===== src/sv/fce_pkg.sv =====
// Shared types, opcodes and the Fibonacci weight table of the Fibonacci code encoder.
`default_nettype none

package fce_pkg;

    // Opcode carried in the input beat's tuser.
    localparam logic OP_ENCODE = 1'b0;
    localparam logic OP_FLUSH  = 1'b1;

    typedef logic [21:0] t_value;

    // Commands from the controller to the datapath.
    typedef struct packed {
        logic load;    // capture a new input beat
        logic step;    // one greedy Zeckendorf step
        logic pack;    // merge pending bits and code into the byte stream
        logic emit;    // send the next byte of the stream
        logic commit;  // keep the leftover bits as pending
        logic flush;   // send the padded partial byte
        logic bad;     // send an error beat
    } t_dp_cmd;

    // Status from the datapath to the controller.
    typedef struct packed {
        logic is_flush;
        logic is_bad;
        logic pend_empty;
        logic k_zero;
        logic nb_zero;
        logic out_free;
    } t_dp_sts;

    // Fibonacci weights 1, 2, 3, 5, 8, ...
    function automatic t_value fib_weight(input logic [4:0] idx);
        t_value w;
        case (idx)
            5'd0:    w = 22'd1;
            5'd1:    w = 22'd2;
            5'd2:    w = 22'd3;
            5'd3:    w = 22'd5;
            5'd4:    w = 22'd8;
            5'd5:    w = 22'd13;
            5'd6:    w = 22'd21;
            5'd7:    w = 22'd34;
            5'd8:    w = 22'd55;
            5'd9:    w = 22'd89;
            5'd10:   w = 22'd144;
            5'd11:   w = 22'd233;
            5'd12:   w = 22'd377;
            5'd13:   w = 22'd610;
            5'd14:   w = 22'd987;
            5'd15:   w = 22'd1597;
            5'd16:   w = 22'd2584;
            5'd17:   w = 22'd4181;
            5'd18:   w = 22'd6765;
            5'd19:   w = 22'd10946;
            5'd20:   w = 22'd17711;
            5'd21:   w = 22'd28657;
            5'd22:   w = 22'd46368;
            5'd23:   w = 22'd75025;
            5'd24:   w = 22'd121393;
            5'd25:   w = 22'd196418;
            5'd26:   w = 22'd317811;
            5'd27:   w = 22'd514229;
            5'd28:   w = 22'd832040;
            5'd29:   w = 22'd1346269;
            5'd30:   w = 22'd2178309;
            5'd31:   w = 22'd3524578;
            default: w = 22'd0;
        endcase
        return w;
    endfunction

endpackage

`default_nettype wire


===== src/sv/fce_datapath.sv =====
// Datapath of the Fibonacci code encoder: greedy digit unit, bit packer and output register.
`default_nettype none

module fce_datapath import fce_pkg::*; #(
    parameter int MAX_CODE_BITS = 32
) (
    input  wire logic        i_clk,
    input  wire logic        i_rst_n,
    input  wire t_dp_cmd     i_cmd,
    output t_dp_sts          o_sts,
    input  wire logic        i_opcode,
    input  wire t_value      i_value,
    input  wire logic        i_out_ready,
    output logic             o_out_valid,
    output logic [7:0]       o_out_byte,
    output logic             o_out_bad,
    output logic             o_out_last
);

    localparam int KW    = $clog2(MAX_CODE_BITS);
    localparam int SW    = MAX_CODE_BITS + 8;
    localparam int LW    = $clog2(SW);
    localparam int NBMAX = (MAX_CODE_BITS + 7) / 8;
    localparam int NBW   = $clog2(NBMAX + 1);
    localparam logic [KW-1:0] K_START = KW'(MAX_CODE_BITS - 2);
    localparam t_value LIMIT = fib_weight(5'(MAX_CODE_BITS - 1));

    logic                     r_op;
    t_value                   r_rem;
    logic [KW-1:0]            r_k;
    logic [KW-1:0]            r_top;
    logic                     r_found;
    logic [MAX_CODE_BITS-2:0] r_digits;
    logic [SW-1:0]            r_stream;
    logic [NBW-1:0]           r_nb;
    logic [2:0]               r_lrem;
    logic [6:0]               r_pend_la;
    logic [2:0]               r_pend_cnt;
    logic                     r_out_valid;
    logic [7:0]               r_out_byte;
    logic                     r_out_bad;
    logic                     r_out_last;

    t_value                   w_weight;
    logic                     w_take;
    logic [KW-1:0]            w_top1;
    logic [MAX_CODE_BITS-1:0] w_code;
    logic [SW-1:0]            w_stream;
    logic [LW-1:0]            w_len;
    logic                     w_out_free;

    assign w_weight   = fib_weight(5'(r_k));
    assign w_take     = (w_weight <= r_rem);
    assign w_top1     = r_top + 1'b1;
    assign w_out_free = !r_out_valid || i_out_ready;

    // Code left aligned: lowest-weight digit first, then the terminating 1.
    always_comb begin
        w_code = '0;
        for (int i = 0; i < MAX_CODE_BITS - 1; i++) begin
            w_code[MAX_CODE_BITS-1-i] = r_digits[i];
        end
        for (int j = 0; j < MAX_CODE_BITS; j++) begin
            if (w_top1 == KW'(j)) begin
                w_code[MAX_CODE_BITS-1-j] = 1'b1;
            end
        end
    end

    assign w_stream = {r_pend_la, (SW-7)'(0)} | ({w_code, 8'h00} >> r_pend_cnt);
    assign w_len    = LW'(r_pend_cnt) + LW'(r_top) + LW'(2);

    always_comb begin
        o_sts.is_flush   = (r_op == OP_FLUSH);
        o_sts.is_bad     = (r_rem == '0) || (r_rem >= LIMIT);
        o_sts.pend_empty = (r_pend_cnt == 3'd0);
        o_sts.k_zero     = (r_k == '0);
        o_sts.nb_zero    = (r_nb == '0);
        o_sts.out_free   = w_out_free;
    end

    // Greedy Zeckendorf unit, one weight per cycle from the top down.
    always_ff @(posedge i_clk) begin
        if (i_cmd.load) begin
            r_op     <= i_opcode;
            r_rem    <= i_value;
            r_k      <= K_START;
            r_found  <= 1'b0;
            r_digits <= '0;
        end else if (i_cmd.step) begin
            if (w_take) begin
                r_rem         <= r_rem - w_weight;
                r_digits[r_k] <= 1'b1;
                if (!r_found) begin
                    r_top   <= r_k;
                    r_found <= 1'b1;
                end
            end
            r_k <= r_k - 1'b1;
        end
    end

    // Byte stream and its counters.
    always_ff @(posedge i_clk) begin
        if (!i_rst_n) begin
            r_nb <= '0;
        end else if (i_cmd.pack) begin
            r_stream <= w_stream;
            r_nb     <= NBW'(w_len >> 3);
            r_lrem   <= w_len[2:0];
        end else if (i_cmd.emit) begin
            r_stream <= r_stream << 8;
            r_nb     <= r_nb - 1'b1;
        end
    end

    // Pending bits, kept left aligned.
    always_ff @(posedge i_clk) begin
        if (!i_rst_n) begin
            r_pend_la  <= '0;
            r_pend_cnt <= '0;
        end else if (i_cmd.commit) begin
            r_pend_la  <= r_stream[SW-1 -: 7];
            r_pend_cnt <= r_lrem;
        end else if (i_cmd.flush) begin
            r_pend_la  <= '0;
            r_pend_cnt <= '0;
        end
    end

    // Output register.
    always_ff @(posedge i_clk) begin
        if (!i_rst_n) begin
            r_out_valid <= 1'b0;
        end else if (i_cmd.emit || i_cmd.flush || i_cmd.bad) begin
            r_out_valid <= 1'b1;
        end else if (i_out_ready) begin
            r_out_valid <= 1'b0;
        end
    end

    always_ff @(posedge i_clk) begin
        if (i_cmd.emit) begin
            r_out_byte <= r_stream[SW-1 -: 8];
            r_out_bad  <= 1'b0;
            r_out_last <= (r_nb == NBW'(1));
        end else if (i_cmd.flush) begin
            r_out_byte <= {r_pend_la, 1'b0};
            r_out_bad  <= 1'b0;
            r_out_last <= 1'b1;
        end else if (i_cmd.bad) begin
            r_out_byte <= 8'h00;
            r_out_bad  <= 1'b1;
            r_out_last <= 1'b1;
        end
    end

    assign o_out_valid = r_out_valid;
    assign o_out_byte  = r_out_byte;
    assign o_out_bad   = r_out_bad;
    assign o_out_last  = r_out_last;

    a_emit_free: assert property (@(posedge i_clk) disable iff (!i_rst_n)
        (i_cmd.emit || i_cmd.flush || i_cmd.bad) |-> w_out_free)
        else $error("beat loaded into a busy output register");

    a_commit_done: assert property (@(posedge i_clk) disable iff (!i_rst_n)
        i_cmd.commit |-> (r_nb == '0))
        else $error("pending bits committed before all bytes were sent");

    a_flush_clears: assert property (@(posedge i_clk) disable iff (!i_rst_n)
        i_cmd.flush |=> (r_pend_cnt == 3'd0))
        else $error("flush left pending bits");

    a_nb_bound: assert property (@(posedge i_clk) disable iff (!i_rst_n)
        i_cmd.pack |=> (r_nb <= NBW'(NBMAX)))
        else $error("byte count above the largest possible");

endmodule

`default_nettype wire


===== src/sv/fce_ctrl.sv =====
// Controller state machine of the Fibonacci code encoder.
`default_nettype none

module fce_ctrl import fce_pkg::*; (
    input  wire logic    i_clk,
    input  wire logic    i_rst_n,
    input  wire logic    i_in_valid,
    output logic         o_in_ready,
    input  wire t_dp_sts i_sts,
    output t_dp_cmd      o_cmd
);

    localparam logic [2:0] S_IDLE = 3'd0;
    localparam logic [2:0] S_DISP = 3'd1;
    localparam logic [2:0] S_CONV = 3'd2;
    localparam logic [2:0] S_PACK = 3'd3;
    localparam logic [2:0] S_EMIT = 3'd4;

    logic [2:0] r_state;
    logic [2:0] n_state;

    always_comb begin
        n_state    = r_state;
        o_cmd      = '0;
        o_in_ready = 1'b0;
        case (r_state)
            S_IDLE: begin
                o_in_ready = 1'b1;
                if (i_in_valid) begin
                    o_cmd.load = 1'b1;
                    n_state    = S_DISP;
                end
            end
            S_DISP: begin
                if (i_sts.is_flush) begin
                    if (i_sts.pend_empty) begin
                        n_state = S_IDLE;
                    end else if (i_sts.out_free) begin
                        o_cmd.flush = 1'b1;
                        n_state     = S_IDLE;
                    end
                end else if (i_sts.is_bad) begin
                    if (i_sts.out_free) begin
                        o_cmd.bad = 1'b1;
                        n_state   = S_IDLE;
                    end
                end else begin
                    n_state = S_CONV;
                end
            end
            S_CONV: begin
                o_cmd.step = 1'b1;
                if (i_sts.k_zero) begin
                    n_state = S_PACK;
                end
            end
            S_PACK: begin
                o_cmd.pack = 1'b1;
                n_state    = S_EMIT;
            end
            S_EMIT: begin
                if (i_sts.nb_zero) begin
                    o_cmd.commit = 1'b1;
                    n_state      = S_IDLE;
                end else if (i_sts.out_free) begin
                    o_cmd.emit = 1'b1;
                end
            end
            default: begin
                n_state = S_IDLE;
            end
        endcase
    end

    always_ff @(posedge i_clk) begin
        if (!i_rst_n) begin
            r_state <= S_IDLE;
        end else begin
            r_state <= n_state;
        end
    end

endmodule

`default_nettype wire


===== src/sv/fibonacci_code_encoder.sv =====
// Top level of the Fibonacci code encoder: stream ports, controller and datapath.
// An encode beat occupies the block from acceptance until the 0 to 4 bytes it completes have
// been handed to the output register; the greedy digit unit tries one Fibonacci weight per cycle
// from the top down, and each byte waits while the output register is still full.
// A flush or an out-of-range value needs only the dispatch state; each output beat is
// registered and may wait in the output register while the next beat enters.
// Synchronous active-low reset clears the pending bits, the state machine and the output valid.
`default_nettype none

module fibonacci_code_encoder import fce_pkg::*; #(
    parameter int MAX_CODE_BITS = 32
) (
    input  wire logic        i_clk,
    input  wire logic        i_rst_n,
    // Input stream.
    input  wire logic        s_axis_tvalid,
    output logic             s_axis_tready,
    input  wire logic [23:0] s_axis_tdata,   // [21:0] value, [23:22] zero
    input  wire logic [0:0]  s_axis_tuser,   // [0] opcode
    // Output stream.
    output logic             m_axis_tvalid,
    input  wire logic        m_axis_tready,
    output logic [7:0]       m_axis_tdata,   // [7:0] out_byte
    output logic [0:0]       m_axis_tuser,   // [0] bad_value
    output logic             m_axis_tlast    // is_last
);

    // Commands and status between the controller and the datapath.
    t_dp_cmd w_cmd;
    t_dp_sts w_sts;
    logic    w_out_bad;

    // The controller takes one input beat at a time, sequences the greedy conversion, the packing
    // step and the byte beats, or the flush or error beat, then returns to idle.
    fce_ctrl u_ctrl (
        .i_clk      (i_clk),
        .i_rst_n    (i_rst_n),
        .i_in_valid (s_axis_tvalid),
        .o_in_ready (s_axis_tready),
        .i_sts      (w_sts),
        .o_cmd      (w_cmd)
    );

    // The datapath holds the digit unit, the pending bits and the output register.
    fce_datapath #(
        .MAX_CODE_BITS (MAX_CODE_BITS)
    ) u_dp (
        .i_clk       (i_clk),
        .i_rst_n     (i_rst_n),
        .i_cmd       (w_cmd),
        .o_sts       (w_sts),
        .i_opcode    (s_axis_tuser[0]),
        .i_value     (s_axis_tdata[21:0]),
        .i_out_ready (m_axis_tready),
        .o_out_valid (m_axis_tvalid),
        .o_out_byte  (m_axis_tdata),
        .o_out_bad   (w_out_bad),
        .o_out_last  (m_axis_tlast)
    );

    assign m_axis_tuser = w_out_bad;

endmodule

`default_nettype wire


===== config.mk =====
export PLATFORM = sky130hd
export DESIGN_NAME = fibonacci_code_encoder
export DESIGN_NICKNAME = d
export VERILOG_FILES = /design/src/sv/fce_pkg.sv /design/src/sv/fce_datapath.sv /design/src/sv/fce_ctrl.sv /design/src/sv/fibonacci_code_encoder.sv
export SDC_FILE = /design/constraint.sdc
export NUM_CORES = 1
export LEC_CHECK = 0
export BUFFER_PORTS_ARGS = -buffer_cell sky130_fd_sc_hd__buf_4
export CAP_MARGIN = 0
export CORE_UTILIZATION = 55
export DETAILED_ROUTE_END_ITERATION = 6
export GPL_TIMING_DRIVEN = 0
export PLACE_DENSITY = 0.83
export REMOVE_ABC_BUFFERS = 1
export SLEW_MARGIN = 5
export SYNTH_ARGS = -nofsm -noshare
export SYNTH_HDL_FRONTEND = slang
export SYNTH_SLANG_ARGS = --single-unit

===== constraint.sdc =====
create_clock -name i_clk -period 5.4 [get_ports i_clk]
set_clock_uncertainty 0.05 [all_clocks]
set_input_delay 1.08 -clock i_clk [delete_from_list [all_inputs] [get_ports i_clk]]
set_output_delay 1.08 -clock i_clk [all_outputs]
set_load 0.1 [all_outputs]

### After elaboration in Yosys (flattened, before gate mapping)

Memory sizes are Yosys's and may differ from the RTL's. A register that Yosys moved wholly into a read port is not among the register bits.
Cells that the tools add are included.

* shifts and indexed selects: 1
* equality and inequality tests: 39
* reduce and logical (&&, ||, !) cells: 25
* bitwise logic cells: 4
* divide/modulo/power cells: 0
* multiply operators: 0
* multiplexer cells: 77
* add/subtract/negate cells: 6
* $lt $le $gt $ge: 4

Operators by type and width (count)
* $eq 5x5->1 const B: 16
* $mux 40: 2
* $mux 22: 3
* $mux 1: 50
* $eq 5x4->1 const B: 8
* $or 40x40->40: 1
* $shr 40x3->40: 1
* $mux 3: 11
* $or 31x31->31: 1
* $mux 8: 3
* $ge 22x22->1 const B: 1
* $le 22x22->1: 1
* $logic_not 22->1: 1
* $sub 22x22->22: 1
* $eq 5x3->1 const B: 4
* $pmux 3 s5: 1
* $mux 7: 2
* $eq 5x2->1 const B: 2
* $logic_not 5->1: 2
* $mux 5: 2
* $reduce_bool 2->1: 5
* $logic_not 3->1: 3
* $reduce_and 2->1: 4
* $add 3x5->6: 1
* other kinds (22): 30

* word-level logic and storage cells: 173
* flip-flop bits (word level): 135
* output and inout port bits: 12
* memories: 1
* ROM bits: 704
* input port bits: 29
* bits in writable memories: 0
* latch bits: 0

Memory list
* (name not given): words 32, bits a word 22, rd ports 1, clocked after memory_dff 1, wr ports 0, line fce_pkg.sv:36 `case (idx)`

### Longest topological paths before layout

Gate-level depths: netlist of run 1.

* word-level depth: 9
* mapped depth: 14
* depth with buffers taken out: 11

### Hierarchy

Synthesis of run 1 repeated with hierarchy kept, for this count alone.

* cells, all modules: 983
* area total of the unflattened synthesis: 9295.2 µm²

Modules (own cells, without submodules)
* fce_datapath: cells each 956, instances 1, seq. area each 3853.7 µm², area an instance 9078.7 µm²
* fce_ctrl: cells each 27, instances 1, seq. area each 60.1 µm², area an instance 216.5 µm²

### Worst setup path after synthesis of run 1

Ideal clock, no wire load.

* path kind: register to register
* start: register u_ctrl.r_state[0]
* end: register u_dp.r_rem[0] (enable)
* arrival: 4.377 ns
* required time: 4.918 ns
* slack: 0.541 ns
* buffers on the path: 3
* period minus slack after synthesis: 4.859 ns
* setup time: 0.432 ns
* stages on the path, launching flop included: 7
* cell sequence: dfxtp_1 -> buf_2 -> nor3_1 -> nand2_1 -> clkbuf_1 -> clkbuf_1 -> o21ai_0

* word-level cells in the longest chain between the ends: 4
* elaborated cells on any way between the ends: 7
* those cells by class: eq/ne (1); mux (2); reduce/logical (4)

Ends and longest elaborated chain
* start: declaration: line fce_ctrl.sv:19 `logic [2:0] r_state;`
* start signal: assignment: line fce_ctrl.sv:79 `r_state <= n_state;`
* $eq 3x2->1 / $logic_not 3->1 (equally long branches): line fce_ctrl.sv:26 `case (r_state)`
* $mux 1: line fce_ctrl.sv:26
* $reduce_bool 2->1 (no line)
* $reduce_and 2->1 (no line) (*)
* end signal: assignment: line fce_datapath.sv:86 `r_rem <= i_value;`
* end signal: assignment: line fce_datapath.sv:92 `r_rem <= r_rem - w_weight;`
* end: declaration: line fce_datapath.sv:29 `t_value r_rem;`

Every way passes the cells marked *; elsewhere a longest branch is shown, timed or not.
A chain may end at the register's enable or synchronous reset.

### Final worst setup path of run 1

* start: register u_dp.r_rem[0]
* end: register u_dp.r_rem[5] (enable)

* word-level cells in the longest chain between the ends: 3

Ends and longest elaborated chain
* $le 22x22->1: line fce_datapath.sv:53 `assign w_take = (w_weight <= r_rem);`
* $reduce_bool 2->1 (no line)
* $reduce_and 2->1 (no line)

Every way passes these cells.

==> flow_metrics.py, run 1 <==
metrics = {
    "run_status": {
        "status": "finished, final reports clean",
    },
    "clocking": {
        "h-tree-depth": 4,
        "insertion_delay_ps": 430,
        "cts_tree": "done",
        "clockBufferDepth": 2,
        "cts_root_buffer": "clkbuf_16",
        "cts_sinks": 156,
        "cts.clk_slew.worst_paths_ps": 60,
        "post_cts_buffers": 0,
        "cts_resized": 0,
        "cts_buffers": 17,
        "ctsHoldBuffers": 0,
    },
    "finish": {
        "final_cells": 1285,
        "fin_nets": 1128,
        "final_util_pct": 63.5,
        "fillers": 1290,
        "seqCellArea_sq_um": 3920,
        "insertedDiodeCount": 0,
        "fin_area_sq_um": 10200,
        "multi_input_area_sq_um": 4850,
        "final_layout_size_suffix_gt1_share_pct": 9.64,
        "syn_to_final_growth_pct": 11.3,
    },
    "sta": {
        "setup_viol": 0,
        "finalCritPeriodShare_pct": 71.1,
        "drv_slew": 0,
        "tightest_slew_ps": 1220,
        "hold_ws_ps": 410,
        "hold_violations": 0,
        "period_minus_slack_ps": 3840,
        "fmax_ghz": 0.261,
        "rsz0062_at_grt": "false",
        "slew_headroom_pct": 18.7,
    },
    "floorplan": {
        "die_w_um": 131,
        "initial_core_util_pct": 57.0,
        "dieArea_sq_um": 17200,
        "core_area_sq_um": 16100,
        "ioPinCount": 41,
        "dieHeight_um": 131,
        "row_count": 46,
    },
    "job": {
        "maxCapViolCount": 0,
    },
    "worst_hold_path": {
        "hold_start": "u_dp.r_digits[24]",
        "hold_class": "flip-flop to flip-flop",
    },
    "setup_path": {
        "r2r_start": "u_dp.r_rem[0]",
        "arrival_ps": 3980,
        "crit_type": "flip-flop to flip-flop",
        "cp-end-kind": "flip-flop",
        "critPathRequiredTime_ps": 5540,
        "cp-start-kind": "flip-flop",
        "cp_max_fo": 12,
        "startpoint": "u_dp.r_rem[0]",
    },
    "global_route": {
        "grt_pass1_vias": 7168,
        "grt_max_degree": 57,
        "grt_use_total_pct": 26.9,
        "grt_overflow": 0,
        "grt_pass1_wl_mm": 35.7,
        "grt_antenna_before_repair": 0,
    },
    "place": {
        "placedCellCount": 1253,
        "hpwl_mm": 15.8,
        "gp_congestion": 0.936,
        "numPortBuffers": 38,
        "place_area_sq_um": 9580,
    },
    "routing": {
        "via_count": 7803,
        "routed_wl_mm": 22.2,
        "drt_pass1_iterations": 6,
        "wl_per_cell_um": 17.3,
        "drt.antenna.violating_nets": 0,
        "vias_per_cell": 6.07,
        "drcViolationCount": 0,
        "drtIter0Drc": 802,
    },
    "yosys": {
        "synth_edf_count": 79,
        "synth_top_flop_cell": "edfxtp_1",
        "synthTopCellsByArea": "edfxtp_1, dfxtp_1, nand2_1",
        "syn_inst": 1049,
        "synthArstFlopShare_pct": 0,
        "synth_area_per_cell_sq_um": 8.73,
        "yosysWarnings": 0,
        "syn_area_sq_um": 9160,
        "synth_top_area_cell": "edfxtp_1",
        "synth.distinct_cells": 69,
        "seq_area_frac_synth_pct": 42.7,
        "synth_top_area_share_pct": 25.9,
        "synth_seq_cells": 156,
    },
    "pwr": {
        "static-leakage-power_nw": 4.15,
        "power.density_nw_per_um2": 453,
        "ir_drop_mv": 0.269,
    },
}
-- cell type report --
class / count / area share (%)
clock buffers: 19 / 4.25
clock inverters: 13 / 1.72
inverters: 47 / 1.78
multi-input cells: 792 / 47.6
flip-flops and latches: 156 / 38.4
well taps: 216 / 2.65
repair buffers: 42 / 3.61
-- worst paths after layout --
kind / endpoint / slack, ps / depth (start not counted)
worst max-delay path: u_dp.r_rem[5] / 1560 / 12
worst min-delay path: u_dp.r_digits[24] / 410 / 2
worst max register to register: u_dp.r_rem[5] / 1560 / 12
worst min register to register: u_dp.r_digits[24] / 410 / 2
-- registers in the layout, indices dropped and copies added, names as in the netlist --
| name | count |
|---|---|
| u_dp.r_lrem | 3 |
| u_dp.r_found | 1 |
| u_dp.o_out_valid | 1 |
| u_dp.r_nb | 3 |
| u_dp.w_weight | 22 |
| u_dp.r_digits | 31 |
| u_dp.r_k | 5 |
| u_dp.r_pend_la | 7 |
| u_dp.r_rem | 22 |
| u_dp.r_pend_cnt | 3 |
| u_dp.r_op | 1 |
| u_dp.r_stream | 39 |
| u_dp.o_out_byte | 8 |
| u_ctrl.r_state | 3 |
| u_dp.r_top | 5 |
| u_dp.o_out_bad | 1 |
| u_dp.o_out_last | 1 |
-- critical path, stage by stage, from the launching register on --
cell and delay, ps:
edfxtp_1 450, inv_1 90, ha_1 170, inv_1 50, fa_1 430, a211o_1 340
a211o_1 320, a21oi_1 210, o21ai_0 140, a2111o_1 560, nand2_1 270, o21ai_2 250
buf_8 270
-- through the flow --
stage / worst slack (ps) / TNS (ps) / power, W
after floorplan: -692 / -23490 / 0.00290
after global placement: -404 / -8860 / 0.00327
after detailed placement: 1500 / 0 / 0.00333
after CTS: 1620 / 0 / 0.00458
after global routing: 1450 / 0 / 0.00485
final: 1560 / 0 / 0.00462
-- layer usage --
metal / part of all wire [%] / GRT usage [%] / vias up
li1: - / - / 3777
met1: 45 / 36.6 / 3639
met2: 45 / 41.8 / 342
met3: 7.7 / 5.93 / 45
met4: 1.9 / 10.4 / 0
met5: 0 / 0 / -
-- cells in the final DEF, fill, tap and decap left out, drive strengths merged, types with 5 or more instances in the layout --
cell type and instances:
a211oi 6, a21boi 16, a21o 9, a21oi 97, a221oi 6, a22o 8, and2 6, and3 11
buf 42, clkbuf 19, clkinv 8, dfxtp 77, edfxtp 79, ha 41, inv 46, mux2 11
mux2i 52, nand2 177, nand2b 7, nand3 22, nand4 7, nor2 74, nor2b 14, nor3 16
nor3b 5, nor4 5, o21a 5, o21ai 113, o31ai 6, xnor2 15, xor2 6
-- power by group --
| part | switching (W) | leakage, nW | internal [W] | total (W) |
|---|---|---|---|---|
| Combinational | 0.00108 | 2.52 | 0.000675 | 0.00176 |
| Sequential | 0.000138 | 1.34 | 0.00147 | 0.00161 |
| Clock | 0.000482 | 0.292 | 0.000768 | 0.00125 |
| Total | 0.00170 | 4.15 | 0.00292 | 0.00462 |
-- logic make-up (layout without fill, tap and decap cells) --
family	Yosys count	count (layout)	synth area share (%)
AND/OR/NAND/NOR	365	365	18.2
multiplexers	63	63	7.03
XOR/XNOR	21	21	2.01
adder cells (fa/ha/maj)	43	43	6.04
AO/OA/AOI/OAI	300	300	19.5
buffers and inverters	101	121	4.45
flip-flops	156	156	42.7
-- cell usage after synthesis, types with 6 or more instances --
master / number
o21ai_0: 111
dfxtp_1: 77
nand4_1: 7
and2_1: 6
nand3_1: 22
mux2i_1: 52
nor2b_1: 14
a22o_1: 8
buf_1: 8
a221oi_1: 6
mux2_2: 11
inv_1: 41
a21o_1: 9
ha_1: 41
nor3_1: 16
clkbuf_1: 39
a21oi_1: 96
xnor2_1: 15
nand2_1: 177
nand2b_1: 7
edfxtp_1: 79
xor2_1: 6
and3_1: 11
o31ai_1: 6
nor2_1: 74
a21boi_0: 16
(Power assumes the default switching activity.)
==> run 2, diff against run 1 <==
Settings changed: PLACE_DENSITY 0.83 to 0.86.
Clock period 5.4 ns to 3.2 ns, I/O delays scaled along.
==> run 2 against run 1 <==
Net effect:
- the flow now finishes with violations (setup timing)
- total power is 76% higher
- critical path depth stayed put
- sequential cell count stayed put
- worst hold slack worse by 77 ps
- design area is 1.9% higher
- fmax is 20% higher
- count of clock-buffer cells in the layout is 1 higher
- combinational power is 82% higher
- critical path type unchanged
- critical endpoint is now u_dp.r_digits[7]
==> flow_metrics.py, run 2 (synthesis gave the netlist of run 1 again) <==
metrics = {
    "setup_path": {
        "cp_num_buf_inv": 3,
        "cp_top_family": "compound AO/OA/AOI/OAI gates",
        "rr_worst_depth": 12,
        "critPathRequiredTime_ps": 3440,
        "rrSetupSlack_ps": -8,
        "r2r_start": "u_dp.r_rem[0]",
        "cp_max_fo": 7,
        "arrival_ps": 3450,
        "cp-end-kind": "flip-flop",
        "crit_type": "flip-flop to flip-flop",
        "crit_path_top_delay_cell": "a2111o_1",
        "cp-start-kind": "flip-flop",
        "cp_cell_sequence": "inv_2 > ha_4 > inv_2 > fa_2 > a211o_1 > a211o_1 > a21oi_2 > o21ai_2 > a2111o_1 > buf_6 > nand4_1 > o21ai_0",
        "slowest_delay_ps": 500,
        "reg2reg_to": "u_dp.r_digits[7]",
    },
    "place": {
        "gp_congestion": 0.927,
        "numPortBuffers": 38,
        "placedCellCount": 1253,
        "place_ws_ps": -451,
        "hpwl_mm": 16.0,
    },
    "finish": {
        "final_layout_size_suffix_gt1_share_pct": 12.4,
        "regMostFlops": "u_dp.r_stream",
        "reg_top3": "u_dp.r_stream: 39 flops, u_dp.r_digits: 31 flops",
        "insertedDiodeCount": 0,
        "syn_to_final_growth_pct": 13.4,
        "mostFrequentLayoutCells": "nand2_1, a21oi_1, o21ai_0, edfxtp_1, nor2_1",
        "largest_reg_flops": 39,
        "final_common_cell": "nand2_1",
        "final_cells": 1295,
        "fin_nets": 1138,
    },
    "global_route": {
        "grt_pass1_wl_mm": 37.0,
        "grt_antenna_before_repair": 0,
        "grt_max_degree": 57,
        "grt_pass1_vias": 7519,
        "grt_overflow": 0,
        "grt_use_total_pct": 27.7,
    },
    "sta": {
        "finalCritPeriodShare_pct": 100,
        "layout_setup_ws_ps": -7.91,
        "drv_slew": 0,
        "rsz0062_at_grt": "true",
        "hold_violations": 0,
        "setup_viol": 1,
        "fmax_ghz": 0.312,
        "slew_headroom_pct": 30.8,
        "period_minus_slack_ps": 3210,
        "tightest_slew_ps": 1030,
    },
    "floorplan": {
        "row_count": 46,
        "ioPinCount": 41,
        "dieArea_sq_um": 17200,
        "core_area_sq_um": 16100,
        "die_w_um": 131,
        "initial_core_util_pct": 57.0,
        "dieHeight_um": 131,
    },
    "routing": {
        "vias_per_cell": 6.13,
        "wl_per_cell_um": 17.8,
        "drcViolationCount": 0,
        "routed_wl_mm": 23.1,
        "drt_pass1_iterations": 6,
        "via_count": 7932,
        "drtIter0Drc": 969,
        "drt.antenna.violating_nets": 0,
    },
    "pwr": {
        "static-leakage-power_nw": 4.22,
        "p_total_w": 0.00812,
        "ir_drop_mv": 0.580,
        "pwr-share-seq_pct": 33.6,
        "internal_power_w": 0.00509,
        "power.density_nw_per_um2": 781,
        "power_frac_clock_pct": 27.0,
        "p_sw_w": 0.00303,
        "power_switching_share_pct": 37.3,
        "combinationalPowerShare_pct": 39.4,
    },
    "clocking": {
        "clockBufferDepth": 2,
        "insertion_delay_ps": 430,
        "cts_buffers": 17,
        "ctsHoldBuffers": 0,
        "cts_root_buffer": "clkbuf_16",
        "cts_tree": "done",
        "cts.clk_slew.worst_paths_ps": 70,
        "h-tree-depth": 4,
        "cts_sinks": 156,
    },
    "run_status": {
        "violations": "setup timing",
        "status": "complete, but fails checks",
    },
    "worst_hold_path": {
        "hold_start": "s_axis_tuser",
        "hold_depth": 1,
        "min_to": "u_dp.r_op",
        "hold_class": "input port to flip-flop",
    },
    "job": {
        "maxCapViolCount": 0,
    },
}
run 2: area by class of cell:
class,instances,area (sq um)
Clock buffer,20,489
Clock inverter,12,155
Fill cell,1216,5670
Inverter,47,185
Multi-Input combinational cell,793,4940
Sequential cell,156,3920
Tap cell,216,270
Timing Repair Buffer,50,424
Timing Repair inverter,1,5.00
run 2: worst max path at each step:
stage | endpoint | startpoint | slack [ps] | depth (start not counted)
after floorplan | u_dp.w_weight[5] | u_ctrl.r_state[1] | -2890 | 8
final | u_dp.r_digits[7] | u_dp.r_rem[0] | -8 | 12
after global routing | u_dp.r_rem[20] | u_dp.r_rem[0] | -90 | 11
after global placement | u_dp.r_rem[1] | u_ctrl.r_state[1] | -2140 | 3
after CTS | u_dp.r_digits[7] | u_dp.r_rem[0] | 10 | 12
after detailed placement | u_dp.r_rem[1] | u_dp.r_rem[0] | -450 | 12
run 2: per-stage QoR:
stage               cell area [sq um]  hold WS, ps  utilization (%)  setup TNS [ps]
floorplan                        8930          376                -         -222580
finish                          10400          333             64.7           -7.91
global route                    10400          323             64.7           -1060
CTS                             10300          326             64.2               0
detailed placement               9580          396             59.6          -12010
global placement                 9490          384             59.1          -98760
run 2: layer usage:
metal / global-route usage [%] / part of all wire, % / vias to the layer above
li1: - / - / 3793
met1: 36.3 / 43 / 3727
met2: 46.1 / 47 / 355
met3: 5.64 / 7.2 / 57
met4: 8.72 / 2.1 / 0
met5: 0 / 0 / -
run 2: worst register-to-register path, delay by kind of cell (launching register included):
kind / cells / cell delay, ps
buffers and inverters: 3 / 290
AND/OR/NAND/NOR: 1 / 220
flip-flops: 1 / 420
AO/OA/AOI/OAI: 6 / 1580
adder cells (fa/ha/maj): 2 / 520
run 2: timing repair:
| action | CTS | global route |
|---|---|---|
| buffers inserted | 7 | 2 |
| gates resized for setup | 15 | 28 |
| setup endpoints to repair | 71 | 65 |
| pin swaps | 5 | 9 |
| gates cloned | 1 | 1 |
run 2: power by group through the flow:
stage | Combinational (W) | Sequential, W | Clock, W
finish | 0.00320 | 0.00272 | 0.00219
global route | 0.00350 | 0.00274 | 0.00229
CTS | 0.00301 | 0.00271 | 0.00220
detailed placement | 0.00290 | 0.00274 | 0
global placement | 0.00279 | 0.00274 | 0
floorplan | 0.00214 | 0.00276 | 0
==> run 3, diff against run 2 <==
Settings changed: ABC_AREA set to 1.
==> run 3 against run 2 <==
Net effect:
- the flow finishes with violations (DRC)
- sequential share of layout area decreased by 1.3 points
- synthesized cell count increased by 30%
- area after synthesis increased by 6.6%
- critical endpoint is now u_dp.r_rem[4]
- highest routed layer unchanged
==> flow_metrics.py, run 3 <==
metrics = {
    "yosys": {
        "synth_top_flop_cell": "edfxtp_1",
        "synth.distinct_cells": 49,
        "synth_top_area_share_pct": 24.3,
        "synth_area_per_cell_sq_um": 7.18,
        "syn_inst": 1361,
        "yosysWarnings": 0,
        "synthArstFlopShare_pct": 0,
        "synth_top_area_cell": "edfxtp_1",
        "synth_edf_count": 79,
        "syn_area_sq_um": 9770,
        "seq_area_frac_synth_pct": 40.1,
        "yosys-top-cells-count": "nand2_1, inv_1, nand3_1",
        "synthTopCellsByArea": "edfxtp_1, dfxtp_1, nand2_1",
        "synth.most_common_cell": "nand2_1",
        "synth_seq_cells": 156,
    },
    "setup_path": {
        "cp_top_family": "simple AND/OR/NAND/NOR gates",
        "arrival_ps": 3050,
        "cp-end-kind": "flip-flop",
        "cp_cell_sequence": "inv_1 > ha_1 > inv_1 > fa_1 > inv_1 > o21ai_2 > nand2_1 > nand2_1 > nand2_1 > nand4_4 > nand2_8 > nand2_4",
        "slowest_delay_ps": 470,
        "critPathRequiredTime_ps": 3270,
        "cp_num_buf_inv": 3,
        "cp_max_fo": 26,
        "cp-start-kind": "flip-flop",
        "crit_type": "flip-flop to flip-flop",
        "crit_path_top_delay_cell": "fa_1",
    },
    "sta": {
        "tightest_slew_ps": 731,
        "rsz0062_at_grt": "false",
        "fmax_ghz": 0.335,
        "finalCritPeriodShare_pct": 93.2,
        "period_minus_slack_ps": 2980,
        "fin_tns_setup_ps": 0,
        "drv_slew": 0,
        "setup_viol": 0,
        "slew_headroom_pct": 51.2,
        "hold_violations": 0,
    },
    "clocking": {
        "cts_sinks": 156,
        "cts.clk_slew.worst_paths_ps": 60,
        "post_cts_buffers": 0,
        "cts_root_buffer": "clkbuf_16",
        "h-tree-depth": 4,
        "cts_tree": "done",
        "insertion_delay_ps": 440,
        "cts_buffers": 17,
        "clockBufferDepth": 2,
    },
    "place": {
        "numPortBuffers": 38,
        "gp_congestion": 0.934,
        "hpwl_mm": 17.8,
        "place_area_sq_um": 10100,
    },
    "global_route": {
        "grt_pass1_wl_mm": 40.0,
        "grt_overflow": 0,
        "grt_use_total_pct": 27.7,
        "grt_pass1_vias": 8240,
        "grt_antenna_before_repair": 0,
        "grt_max_degree": 48,
    },
    "routing": {
        "routed_wl_mm": 24.7,
        "wl_per_cell_um": 15.4,
        "drtIter0Drc": 976,
        "drt_pass1_iterations": 7,
        "vias_per_cell": 5.69,
        "drcViolationCount": 13,
        "drt.antenna.violating_nets": 0,
        "via_count": 9140,
    },
    "finish": {
        "final_common_cell": "nand2_1",
        "largest_reg_flops": 39,
        "fin_nets": 1441,
        "fin_area_sq_um": 10700,
        "insertedDiodeCount": 0,
        "regMostFlops": "u_dp.r_stream",
        "reg_top3": "u_dp.r_stream: 39 flops, u_dp.r_digits: 31 flops",
        "syn_to_final_growth_pct": 9.94,
        "final_layout_size_suffix_gt1_share_pct": 8.68,
        "mostFrequentLayoutCells": "nand2_1, inv_1, nand3_1, nor2_1, edfxtp_1",
    },
    "run_status": {
        "violations": "DRC",
        "status": "complete, but fails checks",
    },
    "floorplan": {
        "die_w_um": 135,
        "ioPinCount": 41,
        "initial_core_util_pct": 56.5,
        "dieHeight_um": 135,
        "core_area_sq_um": 17300,
        "row_count": 48,
        "dieArea_sq_um": 18300,
    },
    "worst_hold_path": {
        "hold_class": "input port to flip-flop",
    },
    "job": {
        "maxCapViolCount": 0,
    },
    "pwr": {
        "ir_drop_mv": 0.420,
        "power.density_nw_per_um2": 717,
        "static-leakage-power_nw": 4.79,
    },
}
## run 3: cell families after synthesis
group / share of synthesized area [%]
muxes: 0.102
AOI/OAI and AO/OA: 12.3
buffers and inverters: 9.16
DFF: 40.1
adders and majority gates: 5.66
xor gates and xnor gates: 0.448
and+or+nand+nor: 32.3
## run 3: timing repair
action	4_1_cts	5_1_grt
endpoints found under the setup margin	44	37
gates resized for setup	6	4
hold buffers	0	0
## run 3: worst paths after layout
kind / start / to / slack [ps] / cells past startpoint
worst min register to register: u_dp.o_out_bad / u_dp.o_out_bad / 400 / 2
worst min-delay path: s_axis_tuser / u_dp.r_op / 340 / 1
worst max-delay path: u_dp.r_rem[0] / u_dp.r_rem[4] / 220 / 12
worst max register to register: u_dp.r_rem[0] / u_dp.r_rem[4] / 220 / 12
## run 3: final cells by class
class | count | area [sq um]
Clock buffer | 21 | 440
Clock inverter | 11 | 113
Timing Repair Buffer | 40 | 320
Sequential cell | 156 | 3920
Tap cell | 225 | 282
Multi-Input combinational cell | 981 | 5010
Inverter | 173 | 654
Fill cell | 1490 | 6560
## run 3: power breakdown
part           internal, W  total, W  switching [W]
logic              0.00103   0.00312        0.00209
registers          0.00245   0.00264       0.000192
clock network      0.00108   0.00194       0.000860
## run 3: metrics by stage
stage | hold WS [ps] | util (%) | std cells | setup WS [ps] | total power, W
floorplan | 378 | - | 1310 | -280 | 0.00493
global placement | 388 | 58.3 | 1573 | -1080 | 0.00563
detailed placement | 399 | 58.6 | 1575 | -540 | 0.00569
CTS | 330 | 61.9 | 1607 | 134 | 0.00763
global route | 328 | 62.1 | 1607 | 10.9 | 0.00820
finish | 336 | 62.1 | 1607 | 218 | 0.00770
## run 3: metal layers
metal / GRT usage (%) / wire [um]
met1: 37.9 / 10800
met2: 43.6 / 11400
met3: 5.35 / 1970
met4: 10.1 / 472
met5: 0 / 0
